===== src/rtl/sqvs_pkg.sv =====
package sqvs_pkg;

    localparam int COORD_W     = 24;
    localparam int UV_W        = 18;
    localparam int SIN_W       = 15;
    localparam int PIPE_STAGES = 7;
    localparam int XF_STAGES   = 5;
    localparam int DIV_STEPS   = 3;
    localparam int DIV_SWEEPS  = 6;

    localparam logic [1:0] CORNER_LAST = 2'd3;
    localparam logic [UV_W-1:0] UV_MAX = 18'h3FFFF;
    localparam logic [UV_W-1:0] UV_ONE = 18'h10000;
    localparam logic signed [COORD_W-1:0] COORD_MAX = 24'sh7FFFFF;
    localparam logic signed [COORD_W-1:0] COORD_MIN = -24'sh800000;
    localparam longint unsigned HALF_PI_Q30 = 64'd1686629713;

    typedef struct packed {
        logic signed [23:0] px;
        logic signed [23:0] py;
        logic signed [23:0] ox;
        logic signed [23:0] oy;
        logic signed [15:0] sx;
        logic signed [15:0] sy;
        logic [15:0]        rot;
        logic [15:0]        tw;
        logic [15:0]        th;
        logic [15:0]        minx;
        logic [15:0]        miny;
        logic [15:0]        maxx;
        logic [15:0]        maxy;
        logic [31:0]        tint;
    } sprite_t;

    typedef struct packed {
        logic signed [23:0] px;
        logic signed [23:0] py;
        logic signed [23:0] ox;
        logic signed [23:0] oy;
        logic signed [15:0] sx;
        logic signed [15:0] sy;
        logic [15:0]        rot;
        logic [15:0]        tw;
        logic [15:0]        th;
        logic [15:0]        u_texel;
        logic [15:0]        v_texel;
        logic               uv_dflt;
        logic               u_one;
        logic               v_one;
        logic [31:0]        abgr;
        logic [1:0]         corner;
    } corner_word_t;

    // quarter-wave sine in Q1.14, Taylor series in Q30
    function automatic logic [SIN_W-1:0] quarter_sine(input longint unsigned r,
                                                      input int unsigned b);
        longint unsigned x;
        longint unsigned x2;
        longint unsigned term;
        longint          sum;
        x    = (r * HALF_PI_Q30) >> (b - 2);
        x2   = (x * x) >> 30;
        term = x;
        sum  = longint'(x);
        term = ((term * x2) >> 30) / 6;
        sum  = sum - longint'(term);
        term = ((term * x2) >> 30) / 20;
        sum  = sum + longint'(term);
        term = ((term * x2) >> 30) / 42;
        sum  = sum - longint'(term);
        term = ((term * x2) >> 30) / 72;
        sum  = sum + longint'(term);
        term = ((term * x2) >> 30) / 110;
        sum  = sum - longint'(term);
        term = ((term * x2) >> 30) / 156;
        sum  = sum + longint'(term);
        if (sum < 0) sum = 0;
        sum = (sum + 32768) >>> 16;
        if (sum > 16384) sum = 16384;
        return SIN_W'(sum);
    endfunction

endpackage


===== src/rtl/sqvs_uv_div.sv =====
module sqvs_uv_div import sqvs_pkg::*; (
    input  logic            aclk,
    input  logic            en,
    input  logic [15:0]     texel,
    input  logic [15:0]     size,
    input  logic            dflt,
    input  logic            one,
    output logic [UV_W-1:0] quot
);

    typedef struct packed {
        logic [15:0]     rem;
        logic [17:0]     nlo;
        logic [UV_W-1:0] q;
        logic [15:0]     d;
        logic            sat;
        logic            dflt;
        logic            one;
    } div_st_t;

    function automatic div_st_t div_step(input div_st_t a);
        div_st_t    o;
        logic [16:0] t;
        o   = a;
        t   = {a.rem, a.nlo[17]};
        o.nlo = {a.nlo[16:0], 1'b0};
        if (t >= {1'b0, a.d}) begin
            o.rem = 16'(t - {1'b0, a.d});
            o.q   = {a.q[UV_W-2:0], 1'b1};
        end else begin
            o.rem = t[15:0];
            o.q   = {a.q[UV_W-2:0], 1'b0};
        end
        return o;
    endfunction

    div_st_t     st_reg [DIV_SWEEPS+1];
    div_st_t     prep_next;
    logic [31:0] num;

    always_comb begin
        num = {texel, 16'd0} + {17'd0, size[15:1]};
        prep_next.rem  = {2'd0, num[31:18]};
        prep_next.nlo  = num[17:0];
        prep_next.q    = '0;
        prep_next.d    = size;
        prep_next.sat  = {2'd0, num} >= {size, 18'd0};
        prep_next.dflt = dflt;
        prep_next.one  = one;
    end

    always_ff @(posedge aclk) begin
        if (en) st_reg[0] <= prep_next;
    end

    for (genvar g = 1; g <= DIV_SWEEPS; g++) begin : g_sweep
        div_st_t sw_next;
        always_comb begin
            sw_next = st_reg[g-1];
            for (int i = 0; i < DIV_STEPS; i++) sw_next = div_step(sw_next);
        end
        always_ff @(posedge aclk) begin
            if (en) st_reg[g] <= sw_next;
        end
    end

    assign quot = st_reg[DIV_SWEEPS].dflt ? (st_reg[DIV_SWEEPS].one ? UV_ONE : '0) :
                  st_reg[DIV_SWEEPS].sat  ? UV_MAX : st_reg[DIV_SWEEPS].q;

endmodule


===== config.mk =====
export PLATFORM = sky130hd
export DESIGN_NAME = sqvs_uv_div
export DESIGN_NICKNAME = d
export VERILOG_FILES = /design/src/rtl/sqvs_pkg.sv /design/src/rtl/sqvs_uv_div.sv
export SDC_FILE = /design/constraint.sdc
export NUM_CORES = 1
export LEC_CHECK = 0
export ABC_AREA = 1
export BUFFER_PORTS_ARGS = -buffer_cell sky130_fd_sc_hd__buf_2
export CORE_MARGIN = 1
export CORE_UTILIZATION = 40
export CTS_BUF_LIST = sky130_fd_sc_hd__clkbuf_16
export DETAILED_ROUTE_END_ITERATION = 16
export GPL_TIMING_DRIVEN = 1
export PLACE_DENSITY = 0.63
export SYNTH_ARGS = -nofsm -noshare
export SYNTH_HDL_FRONTEND = slang
export SYNTH_SLANG_ARGS = --single-unit

===== constraint.sdc =====
create_clock -name aclk -period 13.1 [get_ports aclk]
set_input_delay 2.62 -clock aclk [delete_from_list [all_inputs] [get_ports aclk]]
set_output_delay 2.62 -clock aclk [all_outputs]
set_load 0.05 [all_outputs]

-- Yosys cells after proc, flatten, opt, wreduce, memory -nomap -nowiden
Memories as Yosys holds them, arrays and structs flattened.
Cells that the tools add are included.
- register bits after elaboration: 0
- memory bits (writable): 497
- input port bits: 36
- output and inout bits: 18
- word-level logic and storage cells: 80
- memories: 1
- memory list (memory ; words ; width ; rd ports ; clocked after Yosys merged registers in ; write ports ; RTL line ; RTL):
    st_reg ; 7 ; 71 ; 7 ; 0 ; 7 ; sqvs_uv_div.sv:37 ; div_st_t st_reg [DIV_SWEEPS+1];
- $add $sub $neg: 19
- $lt $le $gt $ge: 19
- mux-type cells: 41
- operators by type and width (kind ; number):
    $ge A17 B16 Y1 ; 18
    $mux W16 ; 18
    $sub A16 B16 Y16 ; 18
    $mux W18 ; 2
    $ge A32 B34 Y1 ; 1
    $add A32 B15 Y32 ; 1
    $mux W1 ; 20
    $mux W17 ; 1

-- Longest topological paths before layout
Gate-level depths: netlist of run 1.
An unclocked memory read counts as a cell.
- word-level depth: 7
- mapped depth: 44
- mapped depth without buffers: 42

-- Worst setup path before layout of run 1
OpenSTA, ideal clock, no wires.
- path kind: reg2reg
- start: memory st_reg[4][54] (netlist bit)
- end: memory st_reg[5][59] (netlist bit) (data pin)
- library setup time: 0.252 ns
- data arrival time: 4.973 ns
- slack: 7.874 ns
- stages on the path, launching flop included: 37
- path buffers: 3
- clock period less this slack: 5.226 ns
- cells stage by stage: edfxtp_1 inv_1 ha_1 nand2_1 nand2_1 nand2_1 nand2_1 a21oi_1 nand2_2 nand2_2 nand2_2 buf_6 o21ai_0 inv_1 ha_1 nand2_1 or3_1 nand2_1 nand2_1 nand2_1 nand2_2 nand4_4 buf_4 nand2_1 nand2_1 ha_1 nand2_1 inv_1 a21oi_1 o2111ai_1 a21oi_1 nor2_1 nor2_2 nand2_4 buf_6 nand2_1 nand2_1
- RTL lines (element ; RTL line):
    start, declared ; sqvs_uv_div.sv:37

==> results by group, run 1 <==
Placement
  – Placer Congestion: 0.9339
  – DP Wirelength: 60760 microns
  – PortBufs: 53

Worst setup path
  – CP max FO: 21
  – R2R depth: 34
  – Worst EP arrival: 7.83 ns
  – Nature of the critical path startpoint: flop
  – Largest stage delay on the critical path: 0.63 ns
  – Required time of the worst setup path: 13.47 ns
  – Crit-path slowest cell: o21ai_0
  – Setup crit end kind: flop
  – WS Path Type: flop to flop
  – Top cell by count, worst path: nand2_1

Yosys
  – Synth cell types: 58
  – Post-Synth XOR/XNOR Area: 0.06065
  – Synth top area cells: edfxtp_1 (31%), nand2_1 (16%), ha_1 (14%), inv_1 (6.4%), nand3_1 (5.3%)
  – Mux cell area share after synthesis: 0
  – Top-area cell type share of the netlist area: 0.3069
  – Yosys reg bits: 276
  – Synth area leader: edfxtp_1
  – Asr flop ratio synth: 0
  – Post-Syn Instances: 3669
  – Mean area per synthesized cell: 7.360 sq um
  – Syn Std Cell Area: 0.02700 sq mm
  – Post-synthesis compound-gate area fraction: 0.09855
  – Synth warn: 0
  – Post-synth top flop: edfxtp_1
  – Post-Syn Nets: 4023
  – Synth Area in Simple Gates: 0.3010
  – Sequential element share of the synthesized area: 0.3069
  – Post-synthesis adder-cell area fraction: 0.1521
  – Post-synth EDFFs: 276
  – Main combinational cell family by area after synthesis: simple AND/OR/NAND/NOR gates

Floorplan
  – Die area: 0.06855 sq mm
  – Die Y: 261.8 microns
  – Row count: 94
  – Initial Util: 0.4071
  – IO Pins: 54
  – Die Wd: 261.8 microns
  – Core ar.: 0.06633 sq mm

Clock network
  – Post-CTS setup buffer count: 0
  – CTS tree: done
  – Clk sinks: 276
  – Total CTS buffers: 36
  – H-tree levels: 2
  – CTS max path bufs: 3
  – Hold_buf cts: 0
  – Post-cts sizing count: 0
  – Clock Root Buffer: clkbuf_16
  – Clk_lat worst skew: 0.57 ns
  – Worst-path clk slew: 0.07 ns

Cells and area
  – Final Util: 0.4411
  – Synth-to-layout area growth: 8.350%
  – Share of layout cells above drive strength 1: 0.06483
  – Layout Nets: 4060
  – Max FFs per register: 276
  – Ant diodes: 0
  – Fill cells: 6806

Global route
  – Total gr overflow: 0
  – Largest net degree at the start of global routing: 162
  – Total track usage: 0.2232
  – Antenna violations before repair: 0
  – First-pass GRT wire length: 120800 microns
  – Vias in the first global route: 22.29k

STA
  – Skew final: 0.03974 ns
  – Slew headroom: 0.2440
  – Setup Viol. Count Final: 0
  – RSZ-0062 raised after global routing: false
  – Fin crit share: 0.5693
  – Fmax: 134.1 MHz
  – Slew Limit Fails: 0
  – Setup TNS: 0 ns
  – Slew @ Worst Pin: 1.134 ns
  – Hold Vio Cnt, Final: 0
  – Worst hold slack: 0.4085 ns
  – Min Tclk post-route: 7.458 ns

Route
  – DRC Markers: 0
  – Via Count: 23.91k
  – Drt total wl: 75970 microns
  – Drt pass-1 iters: 5
  – ANT nets after route: 0
  – Routed WL per cell: 16.53 microns
  – Vias per cell: 5.201
  – Detailed Route Iter0 Violations: 1815

Min path
  – Hold depth: 0
  – HP Class: flop to flop

Outcome
  – Status: complete, no violations

Run
  – # Max-Cap Violations: 0
## logic make-up after synthesis
family                   Yosys count
XOR/XNOR                         187
AND/OR/NAND/NOR                 1870
adder cells (fa/ha/maj)          318
buffers and inverters            536
flip-flops                       276
AO/OA/AOI/OAI                    482
## worst paths after layout
check                                   start             to  slack (ns)
worst max-delay path            st_reg[0][37]  st_reg[1][70]        5.64
worst min-delay path            st_reg[5][23]  st_reg[6][26]        0.41
worst max register to register  st_reg[0][37]  st_reg[1][70]        5.64
worst min register to register  st_reg[5][23]  st_reg[6][26]        0.41
## layout make-up
class	count	area, sq um	area share
timing repair buffer	57	317.8	0.01086
multi-input combinational	2857	16530	0.5651
tap	864	1081	0.03695
sequential	276	8288	0.2833
clock buffer	36	900.9	0.03079
inverter	478	1794	0.06132
clock inverter	29	342.8	0.01172
## per-layer routing
metal | part of all wire | GRT usage | vias up
met2 | 0.44 | 0.3566 | 601
met5 | 0 | 0 | -
met4 | 0.024 | 0.05830 | 0
met3 | 0.053 | 0.02382 | 99
li1 | - | - | 12290
met1 | 0.48 | 0.3195 | 10920
## Yosys cell counts, drive strengths merged (6+ instances only)
cell	number
xnor2	88
fa	17
buf	47
nand2	1218
nor4	11
nand3	295
inv	476
a21oi	246
xor2	99
nor2	212
o21ai	150
edfxtp	276
o21bai	13
or2	13
a31oi	17
a21o	17
clkbuf	11
nand3b	22
a21boi	14
nor3	26
o211ai	6
o21a	9
nand4	62
ha	301
## layout by cell type (no fill, tap or decap), types with 4 or more instances in the layout
cell type,count
nor3_1,24
clkinvlp_4,5
a21oi_1,240
o21ai_0,134
nand3b_1,21
clkbuf_16,36
o21bai_1,13
a31oi_1,16
inv_6,4
ha_1,301
edfxtp_1,276
inv_2,16
nand2_1,1158
nand3_2,10
nor2_2,7
o21a_1,9
bufinv_16,4
or2_2,13
nor4_1,11
a21oi_2,5
nand3_1,284
o21ai_1,13
inv_1,464
a21boi_0,14
nand2_2,47
nand4_1,59
a21o_1,17
o211ai_1,6
xnor2_1,88
fa_1,17
clkinv_1,5
nor2_1,202
clkinv_2,4
buf_2,52
xor2_1,99
nand2_4,12
## through the flow
step           area, sq um  instances  setup WS, ns
3_5_place_dp         28010       4532         5.675
3_3_place_gp         28010       4532         5.943
2_1_floorplan        27000       3669         7.874
4_1_cts              29260       4597         5.663
5_1_grt              29260       4597         4.811
6_report             29260       4597         5.642
## critical path: cells and delay by family, from the launching register on
| kind | cells | cell delay [ns] |
|---|---|---|
| adders and majority gates | 3 | 1.06 |
| and+or+nand+nor | 23 | 3.58 |
| AOI/OAI and AO/OA | 5 | 1.66 |
| DFF | 1 | 0.44 |
| buffers and inverters | 3 | 0.51 |
Power of run 1 is not shown: default switching activity piles up to over one toggle a cycle in this logic, so the estimate is an artifact.
==> run 2, diff against run 1 <==
--- a/config.mk
+++ b/config.mk
@@ -5,7 +5,7 @@
 export SDC_FILE = /design/constraint.sdc
 export NUM_CORES = 1
 export LEC_CHECK = 0
-export ABC_AREA = 1
+export ABC_AREA = 0
 export BUFFER_PORTS_ARGS = -buffer_cell sky130_fd_sc_hd__buf_2
 export CORE_MARGIN = 1
 export CORE_UTILIZATION = 40
==> constraint.sdc (replaced) <==
create_clock -name aclk -period 6.9 [get_ports aclk]
set_input_delay 1.38 -clock aclk [delete_from_list [all_inputs] [get_ports aclk]]
set_output_delay 1.38 -clock aclk [all_outputs]
set_load 0.05 [all_outputs]
==> results by group, run 2 <==
Outcome
  – Status: finished, violations left
  – Failing checks: setup timing

STA
  – Slew @ Worst Pin: 0.9304 ns (-0.2036 ns)
  – Fin crit share: 1.080 (+0.5103)
  – Slew headroom: 0.3797 (+0.1357)
  – Fmax: 134.2 MHz (+0.11%)
  – Hold Vio Cnt, Final: 0 (unchanged)
  – RSZ-0062 raised after global routing: true
  – Setup Viol. Count Final: 56 (+56)
  – Slew Limit Fails: 0 (unchanged)
  – Skew final: 0.01092 ns (-0.02882 ns)
  – Final worst setup slack: -0.5490 ns (-6.191 ns)
  – Min Tclk post-route: 7.449 ns (-0.008569 ns)

Cells and area
  – FF/Latch Area: 0.008288 sq mm (unchanged)
  – Layout Nets: 3838 (-5.5%)
  – Final Util: 0.5942 (+0.1531)
  – Final std cells w/o fill: 4290 (-6.7%)
  – Most frequent cells in the layout: buf_4 (847), edfxtp_1 (276), ha_1 (235)
  – Max FFs per register: 276 (unchanged)
  – Multi-input logic area: 0.01746 sq mm (+5.6%)
  – Most common cell after layout, fill and taps aside: buf_4
  – Synth-to-layout area growth: 46.33%
  – Share of layout cells above drive strength 1: 0.4188 (+0.3539)
  – Fill cells: 4984 (-27%)
  – Ant diodes: 0 (unchanged)

Placement
  – Placed cells: 4042 (-11%)
  – DP Wirelength: 60670 microns (-0.15%)
  – Placer Congestion: 0.9463 (+1.3%)
  – PortBufs: 53 (unchanged)

Min path
  – Endpoint, Worst Hold: st_reg[5][30]
  – Hold depth: 0 (unchanged)
  – HP Class: flop to flop
  – Worst Hold Launch: st_reg[4][27]

Yosys
  – Post-Syn Instances: 2544 (-31%)
  – Synth top area cells: edfxtp_1 (34%), ha_1 (15%), mux2_2 (5.4%), xnor2_1 (4.6%), a21oi_1 (3.9%)
  – Asr flop ratio synth: 0 (unchanged)
  – Synth Area in Simple Gates: 0.1351 (-0.1659)
  – Yosys reg bits: 276 (unchanged)
  – Post-synthesis adder-cell area fraction: 0.1672 (+0.01516)
  – Mux cell area share after synthesis: 0.06879 (+0.06879)
  – Top-area cell type share of the netlist area: 0.3375 (+0.03061)
  – Syn Std Cell Area: 0.02455 sq mm (-9.1%)
  – Post-Syn Nets: 2898 (-28%)
  – Synth area leader: edfxtp_1
  – Post-synth top flop: edfxtp_1
  – Post-Synth XOR/XNOR Area: 0.07276 (+0.01211)
  – Sequential element share of the synthesized area: 0.3375 (+0.03061)
  – Post-synth EDFFs: 276 (unchanged)
  – Mean area per synthesized cell: 9.652 sq um (+31%)
  – Main combinational cell family by area after synthesis: compound AO/OA/AOI/OAI gates
  – Synth cell types: 88 (+52%)
  – Post-synthesis compound-gate area fraction: 0.1785 (+0.07999)
  – Synth warn: 0 (unchanged)
  – Top cells by count, synth: ha_1 (301), edfxtp_1 (276), inv_1 (205)
  – Most common cell in the synthesized netlist: ha_1

Route
  – Drt pass-1 iters: 5 (unchanged)
  – Vias per cell: 5.446 (+4.7%)
  – Via Count: 23.36k (-2.3%)
  – ANT nets after route: 0 (unchanged)
  – Drt total wl: 79070 microns (+4.1%)
  – DRC Markers: 0 (unchanged)
  – Detailed Route Iter0 Violations: 1503 (-17%)
  – Routed WL per cell: 18.43 microns (+12%)

Run
  – # Max-Cap Violations: 0 (unchanged)

Worst setup path
  – R2r setup slk: -0.55 ns (-6.19 ns)
  – Worst EP arrival: 7.79 ns (-0.04 ns)
  – Top cell by count, worst path: buf_4
  – Nature of the critical path startpoint: flop
  – Required time of the worst setup path: 7.24 ns (-6.23 ns)
  – Setup crit end kind: flop
  – CP max FO: 7 (-67%)
  – Crit-path slowest cell: edfxtp_1
  – R2R depth: 38 (+12%)
  – RR Endpoint: st_reg[5][69]
  – WS Path Type: flop to flop
  – Reg2reg start: st_reg[4][52]
  – Largest stage delay on the critical path: 0.42 ns (-0.21 ns)

Global route
  – Largest net degree at the start of global routing: 102 (-37%)
  – Total gr overflow: 0 (unchanged)
  – Total track usage: 0.2403 (+0.01712)
  – Vias in the first global route: 23.09k (+3.6%)
  – Antenna violations before repair: 0 (unchanged)
  – First-pass GRT wire length: 121000 microns (+0.13%)

Clock network
  – CTS max path bufs: 3 (unchanged)
  – Total CTS buffers: 31 (-14%)
  – H-tree levels: 1 (-1)
  – Worst-path clk slew: 0.06 ns (about the same)
  – Clk_lat worst skew: 0.60 ns (+0.03 ns)
  – Clock Root Buffer: clkbuf_16
  – Clk sinks: 276 (unchanged)
  – CTS tree: done

Floorplan
  – Die Y: 249.8 microns (-4.6%)
  – Core ar.: 0.06047 sq mm (-8.8%)
  – Die area: 0.06238 sq mm (-9.0%)
  – IO Pins: 54 (unchanged)
  – Row count: 90 (-4.3%)
  – Die Wd: 249.8 microns (-4.6%)
  – Initial Util: 0.4061 (-0.001022)
-- run 2: changes by cell type after synthesis, moves of 33 or more --
| cell | change |
|---|---|
| nor3_1 | +33 |
| nor2b_1 | +40 |
| nand2_1 | -992 |
| mux2_2 | +118 |
| nand2b_1 | +38 |
| xnor2_1 | +41 |
| a21oi_1 | -50 |
| nand2_2 | -47 |
| inv_1 | -255 |
| a21o_1 | +68 |
| o21a_1 | +38 |
| nand3_1 | -241 |
-- run 2: how the worst max path moves through the flow --
stage	slack [ns]	depth (start not counted)	start	to
6_report	-0.55	38	st_reg[4][52]	st_reg[5][69]
5_1_grt	-0.74	31	st_reg[4][49]	st_reg[5][59]
4_1_cts	-0.32	31	st_reg[4][49]	st_reg[5][56]
3_5_place_dp	-0.60	30	st_reg[4][11]	st_reg[5][69]
3_3_place_gp	-0.55	31	st_reg[4][64]	st_reg[5][62]
2_1_floorplan	-0.69	32	st_reg[3][46]	st_reg[4][62]
-- run 2: critical path: cells and delay by family, from the launching register on --
| family | cells | cell delay, ns |
|---|---|---|
| AO/OA/AOI/OAI | 9 | 2.03 |
| buffers and inverters | 19 | 2.44 |
| multiplexers | 2 | 0.68 |
| AND/OR/NAND/NOR | 6 | 1.13 |
| adder cells (fa/ha/maj) | 2 | 0.45 |
| flip-flops | 1 | 0.42 |
-- run 2: area by class of cell --
cell class | count | share of cell area
inverter | 209 | 0.02211
clock buffer | 31 | 0.02159
multi-input combinational | 2015 | 0.4860
tap | 782 | 0.02723
timing repair buffer | 951 | 0.2052
clock inverter | 26 | 0.007139
sequential | 276 | 0.2307
-- run 2: kinds of logic (layout without fill, tap and decap cells) --
family | count (synthesis) | count (layout)
muxes | 150 | 150
and+or+nand+nor | 675 | 675
DFF | 276 | 276
adders and majority gates | 318 | 318
AOI/OAI and AO/OA | 666 | 668
buffers and inverters | 255 | 1217
xor gates and xnor gates | 204 | 204
-- run 2: what timing repair did --
action,4_1_cts,5_1_grt
gates resized for setup,179,222
hold buffers,0,0
cloned,5,5
pin swaps,87,103
endpoints found under the setup margin,85,86
buffers inserted,129,57
-- run 2: metrics by stage --
step | area (sq um) | hold slack, ns | worst slack (ns) | setup TNS, ns
global placement | 31480 | 0.4006 | -0.5544 | -21.80
global route | 35930 | 0.4211 | -0.7440 | -31.55
CTS | 34500 | 0.4170 | -0.3200 | -10.47
finish | 35930 | 0.4128 | -0.5490 | -14.81
detailed placement | 31480 | 0.4045 | -0.6050 | -32.42
floorplan | 25200 | 0.4003 | -0.6867 | -15.70
-- run 2: metal layers --
metal,vias to the layer above,share of wire,track usage
met5,-,0,0
met4,0,0.027,0.06808
met3,115,0.037,0.01950
met2,560,0.50,0.4321
met1,11320,0.44,0.3061
li1,11370,-,-
Power of run 2 is left out for the same reason.
