`src/rtl/sqvs_pkg.sv`:
```
package sqvs_pkg;

    localparam int COORD_W     = 24;
    localparam int UV_W        = 18;
    localparam int SIN_W       = 15;
    localparam int PIPE_STAGES = 7;
    localparam int XF_STAGES   = 5;
    localparam int DIV_STEPS   = 3;
    localparam int DIV_SWEEPS  = 6;

    localparam logic [1:0] CORNER_LAST = 2'd3;
    localparam logic [UV_W-1:0] UV_MAX = 18'h3FFFF;
    localparam logic [UV_W-1:0] UV_ONE = 18'h10000;
    localparam logic signed [COORD_W-1:0] COORD_MAX = 24'sh7FFFFF;
    localparam logic signed [COORD_W-1:0] COORD_MIN = -24'sh800000;
    localparam longint unsigned HALF_PI_Q30 = 64'd1686629713;

    typedef struct packed {
        logic signed [23:0] px;
        logic signed [23:0] py;
        logic signed [23:0] ox;
        logic signed [23:0] oy;
        logic signed [15:0] sx;
        logic signed [15:0] sy;
        logic [15:0]        rot;
        logic [15:0]        tw;
        logic [15:0]        th;
        logic [15:0]        minx;
        logic [15:0]        miny;
        logic [15:0]        maxx;
        logic [15:0]        maxy;
        logic [31:0]        tint;
    } sprite_t;

    typedef struct packed {
        logic signed [23:0] px;
        logic signed [23:0] py;
        logic signed [23:0] ox;
        logic signed [23:0] oy;
        logic signed [15:0] sx;
        logic signed [15:0] sy;
        logic [15:0]        rot;
        logic [15:0]        tw;
        logic [15:0]        th;
        logic [15:0]        u_texel;
        logic [15:0]        v_texel;
        logic               uv_dflt;
        logic               u_one;
        logic               v_one;
        logic [31:0]        abgr;
        logic [1:0]         corner;
    } corner_word_t;

    // quarter-wave sine in Q1.14, Taylor series in Q30
    function automatic logic [SIN_W-1:0] quarter_sine(input longint unsigned r,
                                                      input int unsigned b);
        longint unsigned x;
        longint unsigned x2;
        longint unsigned term;
        longint          sum;
        x    = (r * HALF_PI_Q30) >> (b - 2);
        x2   = (x * x) >> 30;
        term = x;
        sum  = longint'(x);
        term = ((term * x2) >> 30) / 6;
        sum  = sum - longint'(term);
        term = ((term * x2) >> 30) / 20;
        sum  = sum + longint'(term);
        term = ((term * x2) >> 30) / 42;
        sum  = sum - longint'(term);
        term = ((term * x2) >> 30) / 72;
        sum  = sum + longint'(term);
        term = ((term * x2) >> 30) / 110;
        sum  = sum - longint'(term);
        term = ((term * x2) >> 30) / 156;
        sum  = sum + longint'(term);
        if (sum < 0) sum = 0;
        sum = (sum + 32768) >>> 16;
        if (sum > 16384) sum = 16384;
        return SIN_W'(sum);
    endfunction

endpackage

```
`src/rtl/sqvs_corner_gen.sv`:
```
module sqvs_corner_gen import sqvs_pkg::*; (
    input  logic         aclk,
    input  logic         aresetn,
    input  logic         in_valid,
    output logic         in_ready,
    input  logic         in_tex_ready,
    input  sprite_t      in_sprite,
    input  logic         advance,
    output logic         out_valid,
    output corner_word_t out_word
);

    logic    busy_reg;
    logic [1:0] cnt_reg;
    sprite_t spr_reg;
    logic    take;
    logic    uv_ok;
    logic    cx;
    logic    cy;

    assign in_ready  = !busy_reg || (cnt_reg == CORNER_LAST && advance);
    assign take      = in_valid && in_ready;
    assign out_valid = busy_reg;

    always_ff @(posedge aclk) begin
        if (!aresetn) begin
            busy_reg <= 1'b0;
            cnt_reg  <= 2'd0;
        end else if (take) begin
            busy_reg <= in_tex_ready;
            cnt_reg  <= 2'd0;
        end else if (busy_reg && advance) begin
            if (cnt_reg == CORNER_LAST) busy_reg <= 1'b0;
            cnt_reg <= cnt_reg + 2'd1;
        end
    end

    always_ff @(posedge aclk) begin
        if (take) spr_reg <= in_sprite;
    end

    assign uv_ok = (spr_reg.tw != 16'd0) && (spr_reg.th != 16'd0) &&
                   (spr_reg.maxx > spr_reg.minx) && (spr_reg.maxy > spr_reg.miny);
    assign cx = (cnt_reg == 2'd1) || (cnt_reg == 2'd2);
    assign cy = cnt_reg[1];

    always_comb begin
        out_word.px      = spr_reg.px;
        out_word.py      = spr_reg.py;
        out_word.ox      = spr_reg.ox;
        out_word.oy      = spr_reg.oy;
        out_word.sx      = spr_reg.sx;
        out_word.sy      = spr_reg.sy;
        out_word.rot     = spr_reg.rot;
        out_word.tw      = spr_reg.tw;
        out_word.th      = spr_reg.th;
        out_word.u_texel = cx ? spr_reg.maxx : spr_reg.minx;
        out_word.v_texel = cy ? spr_reg.maxy : spr_reg.miny;
        out_word.uv_dflt = !uv_ok;
        out_word.u_one   = cx;
        out_word.v_one   = cy;
        out_word.abgr    = {spr_reg.tint[7:0], spr_reg.tint[15:8],
                            spr_reg.tint[23:16], spr_reg.tint[31:24]};
        out_word.corner  = cnt_reg;
    end

endmodule

```
`config.mk`:
```
export PLATFORM = sky130hd
export DESIGN_NAME = sqvs_corner_gen
export DESIGN_NICKNAME = d
export VERILOG_FILES = /design/src/rtl/sqvs_pkg.sv /design/src/rtl/sqvs_corner_gen.sv
export SDC_FILE = /design/constraint.sdc
export NUM_CORES = 1
export LEC_CHECK = 0
export CAP_MARGIN = 15
export CORE_AREA = 2 2 203 205
export DETAILED_ROUTE_END_ITERATION = 7
export DIE_AREA = 0 0 205 207
export DONT_BUFFER_PORTS = 1
export PLACE_DENSITY = 0.38
export SYNTH_ARGS = -nofsm -noshare
export SYNTH_HDL_FRONTEND = slang
export SYNTH_SLANG_ARGS = --single-unit
```
`constraint.sdc`:
```
create_clock -name aclk -period 22.2 [get_ports aclk]
set_input_delay 3.33 -clock aclk [delete_from_list [all_inputs] [get_ports aclk]]
set_output_delay 3.33 -clock aclk [all_outputs]
set_load 0.01 [all_outputs]
```
# Word level (Yosys, flattened, before mapping)

Index checks and enable logic that the tools add are counted.

Output and inout bits: 247
Flip-flop bits (word level): 275
Word-level logic and storage cells: 44
Bits of input ports: 277

Bitwise logic cells: 1
$add $sub $neg: 1
Mux-type cells: 5
Reductions and logical operators: 16
Eq/ne operators: 3
$lt $le $gt $ge: 2

Operators with widths:

| operator                                                               | count |
|---|---|
| 16-bit greater-than comparator                                         | 2 |
| 16-bit 2-to-1 mux                                                      | 2 |
| 16-bit nonzero test                                                    | 2 |
| 1-bit logical AND                                                      | 6 |
| 2-bit equality test (second input constant)                            | 2 |
| 2-bit nonzero test                                                     | 2 |
| 1-bit 2-to-1 mux                                                       | 3 |
| 2-bit by 1-bit adder with 2-bit output (second input constant)         | 1 |
| 2-bit by 1-bit equality test with 1-bit output (second input constant) | 1 |
| 1-bit logical NOT                                                      | 2 |
| 1-bit logical OR                                                       | 2 |
| 2-bit AND reduction                                                    | 1 |
| 2-bit OR reduction                                                     | 1 |
| 1-bit inverter                                                         | 1 |

# Logic depth before layout (Yosys ltp)

Gate-level depths: netlist (run 1).

Word-level depth: 6
Mapped depth: 7
Mapped depth without buffers: 7

# Worst setup path after synthesis (run 1)

No wires, ideal clock.

Kind: input to register
Start point: in advance
End point: reg cnt_reg[0]
Arrival: 10314 ps
Buffers on the path: 0
Path slack: 11763 ps
Cell stages on the path: 5
Library setup time: 123 ps
Data required time: 22077 ps
Cell sequence: nand2_1 > nand2_1 > and2_1 > nand2b_1 > nor2_1

Cells in the longest elaborated chain, start to end: 4
Elaborated cells between the ends (all ways): 5

Ends and longest elaborated chain:

| element                      | RTL line              | RTL |
|---|---|---|
| start, declared              | sqvs_corner_gen.sv:8  | `input logic advance,` |
| 1-bit logical AND            | sqvs_corner_gen.sv:21 | `assign in_ready = !busy_reg \|\| (cnt_reg == CORNER_LAST && advance);` |
| 1-bit logical OR             | sqvs_corner_gen.sv:21 |  |
| named net in_ready           | sqvs_corner_gen.sv:5  | `output logic in_ready,` |
| 1-bit logical AND            | sqvs_corner_gen.sv:22 | `assign take = in_valid && in_ready;` |
| named net take               | sqvs_corner_gen.sv:16 | `logic take;` |
| 2-bit OR reduction (no line) | n/a                   |  |
| end signal, assigned         | sqvs_corner_gen.sv:34 | `cnt_reg <= cnt_reg + 2'd1;` |
| end, declared                | sqvs_corner_gen.sv:14 | `logic [1:0] cnt_reg;` |

The timed path passes the listed nets, and every way through them passes these cells.
A chain may end at the register's enable or synchronous reset.

# Worst setup path after layout (run 1)

Start point: in advance
End point: out in_ready

Cells in the longest elaborated chain, start to end: 2

Ends and longest elaborated chain:

| element           | RTL line |
|---|---|
| 1-bit logical AND | sqvs_corner_gen.sv:21 |
| 1-bit logical OR  | sqvs_corner_gen.sv:21 |
| end, declared     | sqvs_corner_gen.sv:5 |

No other way between the ends.

==> summary.txt, run 1 <==
Layout
  • Layout cell share with drive strength beyond 1: 0.114
  • Area Growth Syn to Fin: 1.45%
  • Post-Layout Cell Count: 1,069
  • Multi-input logic area: 1110 µm²
  • Commonest non-fill, non-tap cell in the layout: edfxtp_1
  • Max reg flops: 208
  • # nets final: roughly 800
  • Final core occ: 0.278
  • FILL cells: between 4,000 and 5,000
  • Most frequent cells in the layout: edfxtp_1 (272), nand2_1 (44), inv_1 (34), ha_1 (33)
  • Register area: between 8000 and 9000 µm²

Floorplan
  • Site Rows: 74
  • Width of the die: slightly above 200 µm
  • Core area: 40,400 µm²
  • I/O pin total: between 500 and 600
  • Die H: approximately 210 µm
  • Initial core utilization: 0.274
  • Die area: approximately 42,000 µm²

Pwr
  • Comb pwr share: 0.032
  • Pleak: roughly 3.8 nW
  • Peak supply drop: 0.0504 mV
  • Sequential share of power: 0.539
  • Pwr Density: between 100 and 150 nW/µm²
  • Net Sw Power: ~0.26 mW
  • Clock power frac: 0.430
  • Internal power: 0.934 mW
  • Sw Ratio: 0.215

Logic synthesis
  • Synth unique cells: 28
  • Mapped Area: around 11,000 µm²
  • Post-Syn Nets: approximately 1,000
  • Seq cells post-synth: 275
  • Syn. warnings: 0
  • Mean post-synth cell area: between 15 and 20 µm²
  • Area contributors post-synth: edfxtp_1 (74%), buf_4 (14%), ha_1 (3.7%), nand2_1 (1.5%), o21ai_0 (1.4%)
  • Synth Instances: roughly 690
  • Post-synthesis sequential area ratio: 0.744
  • Share of the synthesized area in the top cell type: 0.738
  • Post-synth top area cell: edfxtp_1

Global routing
  • Met3 GRT Util: 0.0621
  • M1 GR Usage: 0.115
  • Grt peak-use layer: met2
  • Vias in the first global route: between 4,000 and 5,000
  • GR met2 Demand/Resource: 0.203
  • Initial antenna violation count: 9
  • Gr usage total: 0.115
  • Largest net degree at the start of global routing: around 70
  • GRT Residual Overflow: 0
  • First-pass GRT wire length: 35,300 µm

Clock tree
  • Hold Buf Count CTS: 0
  • Post_cts resized: 0
  • H-tree levels: 1
  • Setup Fix Bufs, Post-CTS: 0
  • Worst-Skew Late Latency: 0.56 ns
  • Clock Tree Root: clkbuf_16
  • Clk pin slew, worst setup/hold paths: around 0.06 ns
  • CTS tree: done
  • Clock buffer depth: 3
  • Clk sinks: roughly 280
  • Total CTS buffers: 30

Placed design
  • GPL Wtd Cong: a little over 0.8
  • Post-DP HPWL: roughly 20,000 µm
  • Placement Setup Slack: around 15 ns
  • Cells after DPL: about 1,000
  • Port-buffer cells: 0

Timing
  • Fmax: roughly 150 MHz
  • Slew @ Worst Pin: around 1.1 ns
  • Final setup violation count: 0
  • Setup Skew: ~0.0089 ns
  • Max-slew violation count: 0
  • RSZ-0062 raised after global routing: false
  • Crit share post-route: 0.309
  • Hold Fails Final Rpt: 0
  • Setup slack after layout: around 15 ns
  • Setup_tns: 0 ns
  • Final min period: between 6 and 7 ns
  • Max_slew headroom: 0.289

Detailed routing
  • Vias: about 4,400
  • Antenna Nets Post-Route: 0
  • DRC: 0
  • Via density: around 4.1
  • Routed WL per cell: between 20 and 25 µm
  • First-pass DRT Iterations: 4
  • 1st-iter DRT viols: approximately 280
  • DRT Wirelength: 25,400 µm

Critical path
  • CP delay by family, top: simple AND/OR/NAND/NOR gates
  • Top cell by count, worst path: nand2_1
  • Crit path max-delay cell type: nand2_1
  • Crit Path Class: primary input to output port
  • CP required: between 15 and 20 ns
  • Startpoint types: primary input
  • Crit path capture type: output port
  • Max incr delay on CP: between 0.15 and 0.2 ns
  • Crit path buf inv count: 0
  • Crit-path cells: nand2_1 > nand2_1
  • Crit path DAT: ~3.5 ns
  • CP Max Fanout: 3

Outcome
  • Status: complete, no violations

Min path
  • HP Class: flop to flop

Job
  • Max-cap viol count: 0
final timing paths:
kind | startpoint | to | slack [ns] | depth (start not counted)
max | advance | in_ready | 15.34 | 2
max reg2reg | cnt_reg[1] | out_word[163] | 18.82 | 7
min reg2reg | out_valid | cnt_reg[1] | 0.60 | 2
min | out_valid | cnt_reg[1] | 0.60 | 2
per-layer routing:
layer	vias to the layer above	share of wire
met4	10	0.026
met1	2107	0.33
met2	300	0.52
li1	1916	-
met3	53	0.13
met5	-	0.0028
area by class of cell:
type | count | area share
diodes | 2 | 0.000446
clock buffers | 34 | 0.0701
clock inverters | 22 | 0.0226
inverters | 34 | 0.0114
multi-input cells | 164 | 0.0989
flip-flops and latches | 275 | 0.733
well taps | 532 | 0.0593
repair buffers | 6 | 0.00401
power groups by stage:
stage | registers (mW) | logic (mW) | clock network (mW)
2_1_floorplan | 0.636 | 0.0696 | 0
3_3_place_gp | 0.653 | 0.0374 | 0
3_5_place_dp | 0.652 | 0.0385 | 0
4_1_cts | 0.642 | 0.0387 | 0.531
5_1_grt | 0.644 | 0.0432 | 0.551
6_report | 0.641 | 0.0375 | 0.511
through the flow:
| stage | area, µm² | power, mW | hold slack (ns) |
|---|---|---|---|
| finish | 11200 | 1.19 | 0.601 |
| global route | 11200 | 1.24 | 0.634 |
| CTS | 11200 | 1.21 | 0.606 |
| detailed placement | 10200 | 0.691 | 0.597 |
| global placement | 10200 | 0.690 | 0.566 |
| floorplan | 11100 | 0.706 | 0.524 |
cells by family (layout without fill, tap and decap cells):
group           Yosys count  in the layout  share of synthesized area
buf+inv                 250             96                      0.156
other cells               0              2                          0
flops                   275            275                      0.744
simple gates             70             70                     0.0294
mux                       2              2                    0.00204
fa+ha+maj                33             33                     0.0373
xor+xnor                  1              1                   0.000792
compound gates           58             58                     0.0305
cell usage after synthesis (all sizes together):
cell    count
edfxtp    272
buf       210
nand2      44
inv        34
ha         33
o21ai      31
a21oi      13
nand4       8
nor4        8
clkbuf      6
a21o        4
dfxtp       3
nand3       3
o211ai      3
mux2        2
nor2        2
o21a        2
o22ai       2
or4         2
a21boi      1
a221oi      1
and2        1
nand2b      1
nor2b       1
o221a       1
xor2        1
Power figures use the tool's default switching activity.
==> inputs of run 2 (changes only) <==
- ABC_AREA: unset -> 1
- CORE_AREA: 2 2 203 205 -> 2 2 204 206
- DIE_AREA: 0 0 205 207 -> 0 0 206 208
- clock period: 22.2 -> 6.55 ns (I/O delays scaled with it)
==> run 2 against run 1 <==
Area after synthesis rose by 1.3%. Sequential share of layout area decreased by 0.43 points. Wire length decreased by 3.5%. Synthesized cell count rose by 8.1%. Die area is 0.97% higher. Worst hold slack worse by 0.081 ns. Clock skew is 0.00092 ns higher.
==> summary.txt, run 2 <==
Logic synthesis
  • Area contributors post-synth: edfxtp_1 (73%), buf_4 (14%), ha_1 (3.7%), nand2_1 (2.7%), o21ai_0 (1.5%)
  • Synth Instances: 745 (+8.1%)
  • Largest family of logic cells by synthesized area: buffers and inverters
  • Most used DFF post-synth: edfxtp_1
  • Post-synthesis sequential area ratio: 0.735 (-0.00922)
  • Share of the synthesized area in the top cell type: 0.729 (-0.00916)
  • Post-synth top area cell: edfxtp_1
  • Post-Synth XOR/XNOR Area: 0.000782 (-0.00000982)
  • Post-synth top cells: edfxtp_1 (272), buf_4 (210), nand2_1 (81)
  • Seq cells post-synth: 275 (unchanged)
  • Mux share of post-synthesis cell area: 0 (-0.00204)
  • Most numerous cell in the Yosys netlist: edfxtp_1
  • Syn. warnings: 0 (unchanged)
  • Synth Area in Compound Gates: 0.0244 (-0.00619)
  • Post-Syn Nets: 1,055 (+5.6%)
  • Mean post-synth cell area: 15.0 µm² (-6.4%)
  • Mapped Area: 11,200 µm² (+1.3%)
  • Post-Synth Simple-Gate Area: 0.0452 (+0.0158)
  • Synth unique cells: 22 (-21%)
  • Post-synth EDFFs: 272 (unchanged)
  • Post-Synth Adder-Cell Area: 0.0369 (-0.000463)
  • FFs w/ async S/R, synth: 0 (unchanged)

Clock tree
  • Total CTS buffers: 29 (-3.3%)
  • Clock Tree Root: clkbuf_16
  • Setup Fix Bufs, Post-CTS: 0 (unchanged)
  • Clk pin slew, worst setup/hold paths: 0.06 ns (about the same)
  • Clk sinks: 275 (unchanged)
  • H-tree levels: 1 (unchanged)
  • CTS tree: done
  • Worst-Skew Late Latency: 0.55 ns (about the same)
  • Clock buffer depth: 3 (unchanged)
  • Hold Buf Count CTS: 0 (unchanged)
  • Post_cts resized: 0 (unchanged)

Min path
  • Hold Startpoint: in_sprite[230]
  • HP Class: primary input to flop
  • Hold Crit Depth: 0 (-2)
  • Hold endpoint: out_word[203]

Critical path
  • Crit path capture type: output port
  • Max incr delay on CP: 0.88 ns (+0.72 ns)
  • Crit path max-delay cell type: ha_1
  • Crit Path Class: flop to output port
  • Startpoint types: flop
  • R2r setup slk: 3.92 ns (-14.90 ns)
  • Crit Reg-Reg Startpoint: cnt_reg[1]
  • CP required: 5.57 ns (-13.30 ns)
  • Crit-path cells: ha_1 > nor2_1 > a21oi_1
  • CP Max Fanout: 36 (+33)
  • RR Endpoint: out_word[20]
  • Cell depth of the worst flop-to-flop path: 6 (-1)
  • Crit path DAT: 2.70 ns (-0.83 ns)

Global routing
  • GRT Residual Overflow: 0 (unchanged)
  • Initial antenna violation count: 11 (+2)
  • Gr usage total: 0.108 (-0.00756)
  • First-pass GRT wire length: 33,900 µm (-3.9%)
  • Largest net degree at the start of global routing: 143 (+99%)
  • Vias in the first global route: 4,927 (+1.5%)

Detailed routing
  • DRC: 0 (unchanged)
  • First-pass DRT Iterations: 6 (+2)
  • Routed WL per cell: 22.0 µm (-7.7%)
  • 1st-iter DRT viols: 214 (-23%)
  • Via density: 3.98 (-3.0%)
  • DRT Wirelength: 24,500 µm (-3.5%)
  • Antenna Nets Post-Route: 0 (unchanged)
  • Vias: 4,447 (+1.4%)

Floorplan
  • Die area: 42,800 µm² (+0.97%)
  • Initial core utilization: 0.276 (+0.00217)
  • Site Rows: 74 (unchanged)
  • Width of the die: 206 µm (+0.49%)
  • Core area: 40,600 µm² (+0.46%)
  • Die H: 208 µm (+0.48%)
  • I/O pin total: 524 (unchanged)

Pwr
  • Pwr Density: 351 nW/µm² (+230%)
  • Sw Ratio: 0.221 (+0.00676)
  • Sequential share of power: 0.547 (+0.008)
  • Pleak: 3.90 nW (+2.2%)
  • Clock power frac: 0.419 (-0.011)
  • Peak supply drop: 0.190 mV (+280%)
  • Net Sw Power: 0.876 mW (+240%)
  • Comb pwr share: 0.034 (+0.002)
  • Internal power: 3.08 mW (+230%)

Timing
  • Crit share post-route: 0.563
  • Setup Skew: 0.00986 ns (+0.000918 ns)
  • Hold Fails Final Rpt: 0 (unchanged)
  • Final setup violation count: 0 (unchanged)
  • RSZ-0062 raised after global routing: false
  • Max_slew headroom: 0.344 (+0.0545)
  • Slew @ Worst Pin: 0.985 ns (-0.0818 ns)
  • Fmax: 271 MHz
  • Setup slack after layout: 2.86 ns (-12.48 ns)
  • Max-slew violation count: 0 (unchanged)
  • Setup_tns: 0 ns (unchanged)
  • Final min period: roughly 3.7 ns
  • Worst hold slack: 0.521 ns (-0.0807 ns)

Outcome
  • Status: complete, no violations

Placed design
  • Post-DP HPWL: 18,900 µm (-5.0%)
  • Placement Setup Slack: 3.35 ns (-11.99 ns)
  • Port-buffer cells: 0 (unchanged)
  • GPL Wtd Cong: 0.765 (-5.1%)

Layout
  • Max reg flops: 208 (unchanged)
  • Layout cell share with drive strength beyond 1: 0.111 (-0.00272)
  • # nets final: 872 (+6.2%)
  • Final core occ: 0.278 (+0.000397)
  • Most frequent cells in the layout: edfxtp_1 (272), nand2_1 (81), inv_1 (40), o21ai_0 (33), ha_1 (33)
  • Commonest non-fill, non-tap cell in the layout: edfxtp_1
  • Area Growth Syn to Fin: 0.793%

Job
  • Max-cap viol count: 0 (unchanged)
## run 2: kinds of logic (layout without fill, tap and decap cells)
family                     Yosys count  after routing
buffers and inverters              260             99
DFF                                275            275
adders and majority gates           33             33
xor gates and xnor gates             1              1
and+or+nand+nor                    123            123
AOI/OAI and AO/OA                   53             53
other                                0              1
## run 2: worst max-delay path, delay by kind of cell, from the launching register on
kind,cells,cell delay [ns]
DFF,1,0.82
AOI/OAI and AO/OA,1,0.33
adders and majority gates,1,0.88
and+or+nand+nor,1,0.11
## run 2: worst max path at each step
stage / slack [ns] / cells past startpoint / endpoint / start
floorplan: 0.83 / 4 / out_word[100] / advance
global placement: 3.46 / 2 / out_word[55] / cnt_reg[1]
detailed placement: 3.35 / 3 / out_word[53] / cnt_reg[1]
CTS: 2.74 / 3 / out_word[53] / cnt_reg[1]
global route: 2.56 / 3 / out_word[53] / cnt_reg[1]
finish: 2.86 / 3 / out_word[53] / cnt_reg[1]
## run 2: area by class of cell
| type | instances | area [µm²] |
|---|---|---|
| antenna | 1 | 2.50 |
| tap | 532 | 666 |
| inverter | 44 | 169 |
| clock buffer | 31 | 733 |
| multi-input combinational | 210 | 1200 |
| fill | 4050 | 29300 |
| clock inverter | 22 | 249 |
| timing repair buffer | 2 | 40.0 |
| sequential | 275 | 8230 |
## run 2: metrics by stage
stage	std cells	cell area, µm²	power (mW)
2_1_floorplan	745	11200	2.39
5_1_grt	1116	11300	4.13
6_report	1117	11300	3.96
3_3_place_gp	1063	10300	2.35
4_1_cts	1116	11300	4.03
3_5_place_dp	1063	10300	2.35
## run 2: power groups by stage
stage	combinational (mW)	clock [mW]	sequential, mW
after floorplan	0.242	0	2.14
after global placement	0.138	0	2.21
after detailed placement	0.142	0	2.21
after CTS	0.143	1.72	2.17
after global routing	0.159	1.79	2.18
final	0.136	1.66	2.17
## run 2: per-layer routing
layer  wire (µm)  global-route usage  up-vias
li1            -                   -     2016
met1        7930               0.103     2064
met2       12700               0.194      300
met3        3220              0.0606       47
met4         488              0.0323       20
met5         144                   0        -
==> inputs of run 3 (changes only) <==
- clock period: 6.55 -> 3.5 ns (I/O delays scaled with it)
==> run 3 against run 2 <==
Global-route usage up 0.091 points. Worst hold slack worse by 0.46 ns. Design area up 0.12%. Via count up 1.1%. Combinational power up 94%.
==> summary.txt, run 3 (same netlist as run 2, synthesis figures left out) <==
Outcome
  • Status: complete, no violations

Timing
  • Fmax: 395 MHz
  • Final min period: approximately 2.5 ns
  • Hold Fails Final Rpt: 0 (unchanged)
  • Max-slew violation count: 0 (unchanged)
  • RSZ-0062 raised after global routing: false
  • Final setup violation count: 0 (unchanged)
  • Max_slew headroom: 0.508 (+0.164)
  • Slew @ Worst Pin: 0.739 ns (-0.246 ns)
  • Crit share post-route: 0.723
  • Setup Skew: 0.00975 ns (-0.000107 ns)

Floorplan
  • Core area: 40,600 µm² (unchanged)
  • Die H: 208 µm (unchanged)
  • Initial core utilization: 0.276 (unchanged)
  • Site Rows: 74 (unchanged)
  • Die area: 42,800 µm² (unchanged)
  • I/O pin total: 524 (unchanged)
  • Width of the die: 206 µm (unchanged)

Detailed routing
  • Antenna Nets Post-Route: 0 (unchanged)
  • Vias: 4,497 (+1.1%)
  • Via density: 4.01 (+0.76%)
  • First-pass DRT Iterations: 4 (-2)
  • Routed WL per cell: 22.0 µm (about the same)
  • 1st-iter DRT viols: 273 (+28%)
  • DRC: 0 (unchanged)
  • DRT Wirelength: 24,600 µm (+0.45%)

Layout
  • # nets final: 874 (+0.23%)
  • Most frequent cells in the layout: edfxtp_1 (272), nand2_1 (78), inv_1 (40), o21ai_0 (33), ha_1 (32)
  • Final core occ: 0.279 (+0.000339)
  • Area Growth Syn to Fin: 0.916%
  • Max reg flops: 208 (unchanged)
  • Layout cell share with drive strength beyond 1: 0.109 (-0.00190)
  • Commonest non-fill, non-tap cell in the layout: edfxtp_1

Min path
  • HP Class: primary input to flop
  • Hold Startpoint: in_sprite[183]
  • Hold Crit Depth: 0 (unchanged)

Clock tree
  • Clk sinks: 275 (unchanged)
  • Hold Buf Count CTS: 0 (unchanged)
  • Clk pin slew, worst setup/hold paths: 0.06 ns (about the same)
  • Clock buffer depth: 3 (unchanged)
  • Post_cts resized: 0 (unchanged)
  • Total CTS buffers: 29 (unchanged)
  • CTS tree: done
  • Setup Fix Bufs, Post-CTS: 0 (unchanged)
  • H-tree levels: 1 (unchanged)
  • Worst-Skew Late Latency: 0.55 ns (about the same)
  • Clock Tree Root: clkbuf_16

Job
  • Max-cap viol count: 0 (unchanged)

Global routing
  • Vias in the first global route: 4,952 (+0.51%)
  • Gr usage total: 0.109 (+0.000907)
  • Largest net degree at the start of global routing: 121 (-15%)
  • Initial antenna violation count: 10 (-1)
  • First-pass GRT wire length: 33,800 µm (-0.45%)
  • GRT Residual Overflow: 0 (unchanged)

Placed design
  • Port-buffer cells: 0 (unchanged)
  • Post-DP HPWL: 18,900 µm (+0.26%)
  • GPL Wtd Cong: 0.764 (-0.21%)

Pwr
  • Peak supply drop: 0.337 mV (+77%)
  • Pwr Density: 645 nW/µm² (+84%)
  • Total Power: 7.29 mW (+84%)
  • Pleak: 3.90 nW (about the same)

Critical path
  • Crit Reg-Reg Startpoint: cnt_reg[1]
  • CP Max Fanout: 36 (unchanged)
  • Crit path capture type: output port
  • Crit path DAT: 2.01 ns (-0.69 ns)
  • Cell depth of the worst flop-to-flop path: 7 (+1)
  • Crit Path Class: flop to output port
  • CP required: 2.97 ns (-2.60 ns)
  • Crit path from: cnt_reg[1]
  • Startpoint types: flop
## run 3: changes by cell type in the layout (fill, tap and decap cells not counted), sizes merged
cell and delta:
clkinv +5, clkinvlp -3, diode +3, buf +2, bufinv -1, clkbuf -1, inv -1
## run 3: routing by layer
layer | global-route usage | share of wire | up-vias
li1 | - | - | 2023
met3 | 0.0548 | 0.13 | 46
met2 | 0.195 | 0.52 | 299
met4 | 0.0360 | 0.024 | 10
met1 | 0.107 | 0.33 | 2119
met5 | 0 | 0.0028 | -
## run 3: worst max-delay path, stage by stage (launching register included)
cell and delay (ns):
dfxtp_4 0.61, ha_4 0.37, o21ai_0 0.45
## run 3: per-stage QoR
stage                     worst slack [ns]  hold WS, ns  std cells  setup TNS [ns]  instance area, µm²
after detailed placement              1.24        0.600       1065               0               10400
after global placement                1.31        0.581       1065               0               10400
final                                0.970       0.0625       1121               0               11300
after global routing                 0.786       0.0249       1118               0               11300
after floorplan                      -1.69        0.510        745         -460.60               11200
after CTS                            0.846       0.0172       1117               0               11300
## run 3: cell type report
| class | count | area, µm² |
|---|---|---|
| Fill cell | 4088 | 29300 |
| Sequential cell | 275 | 8230 |
| Multi-Input combinational cell | 210 | 1230 |
| Clock buffer | 30 | 729 |
| Tap cell | 532 | 666 |
| Clock inverter | 22 | 198 |
| Inverter | 44 | 169 |
| Timing Repair Buffer | 4 | 67.6 |
| Antenna cell | 4 | 10.0 |
## run 3: report_power, final
group / internal (mW) / switching (mW)
combinational: 0.0668 / 0.197
sequential: 3.88 / 0.172
clock: 1.73 / 1.24
## run 3: path summary, 6_finish.rpt
| path | end | slack [ns] |
|---|---|---|
| worst max-delay path | out_word[55] | 0.97 |
| worst min-delay path | out_word[156] | 0.06 |
| worst max register to register | out_word[169] | 1.25 |
| worst min register to register | cnt_reg[1] | 0.61 |
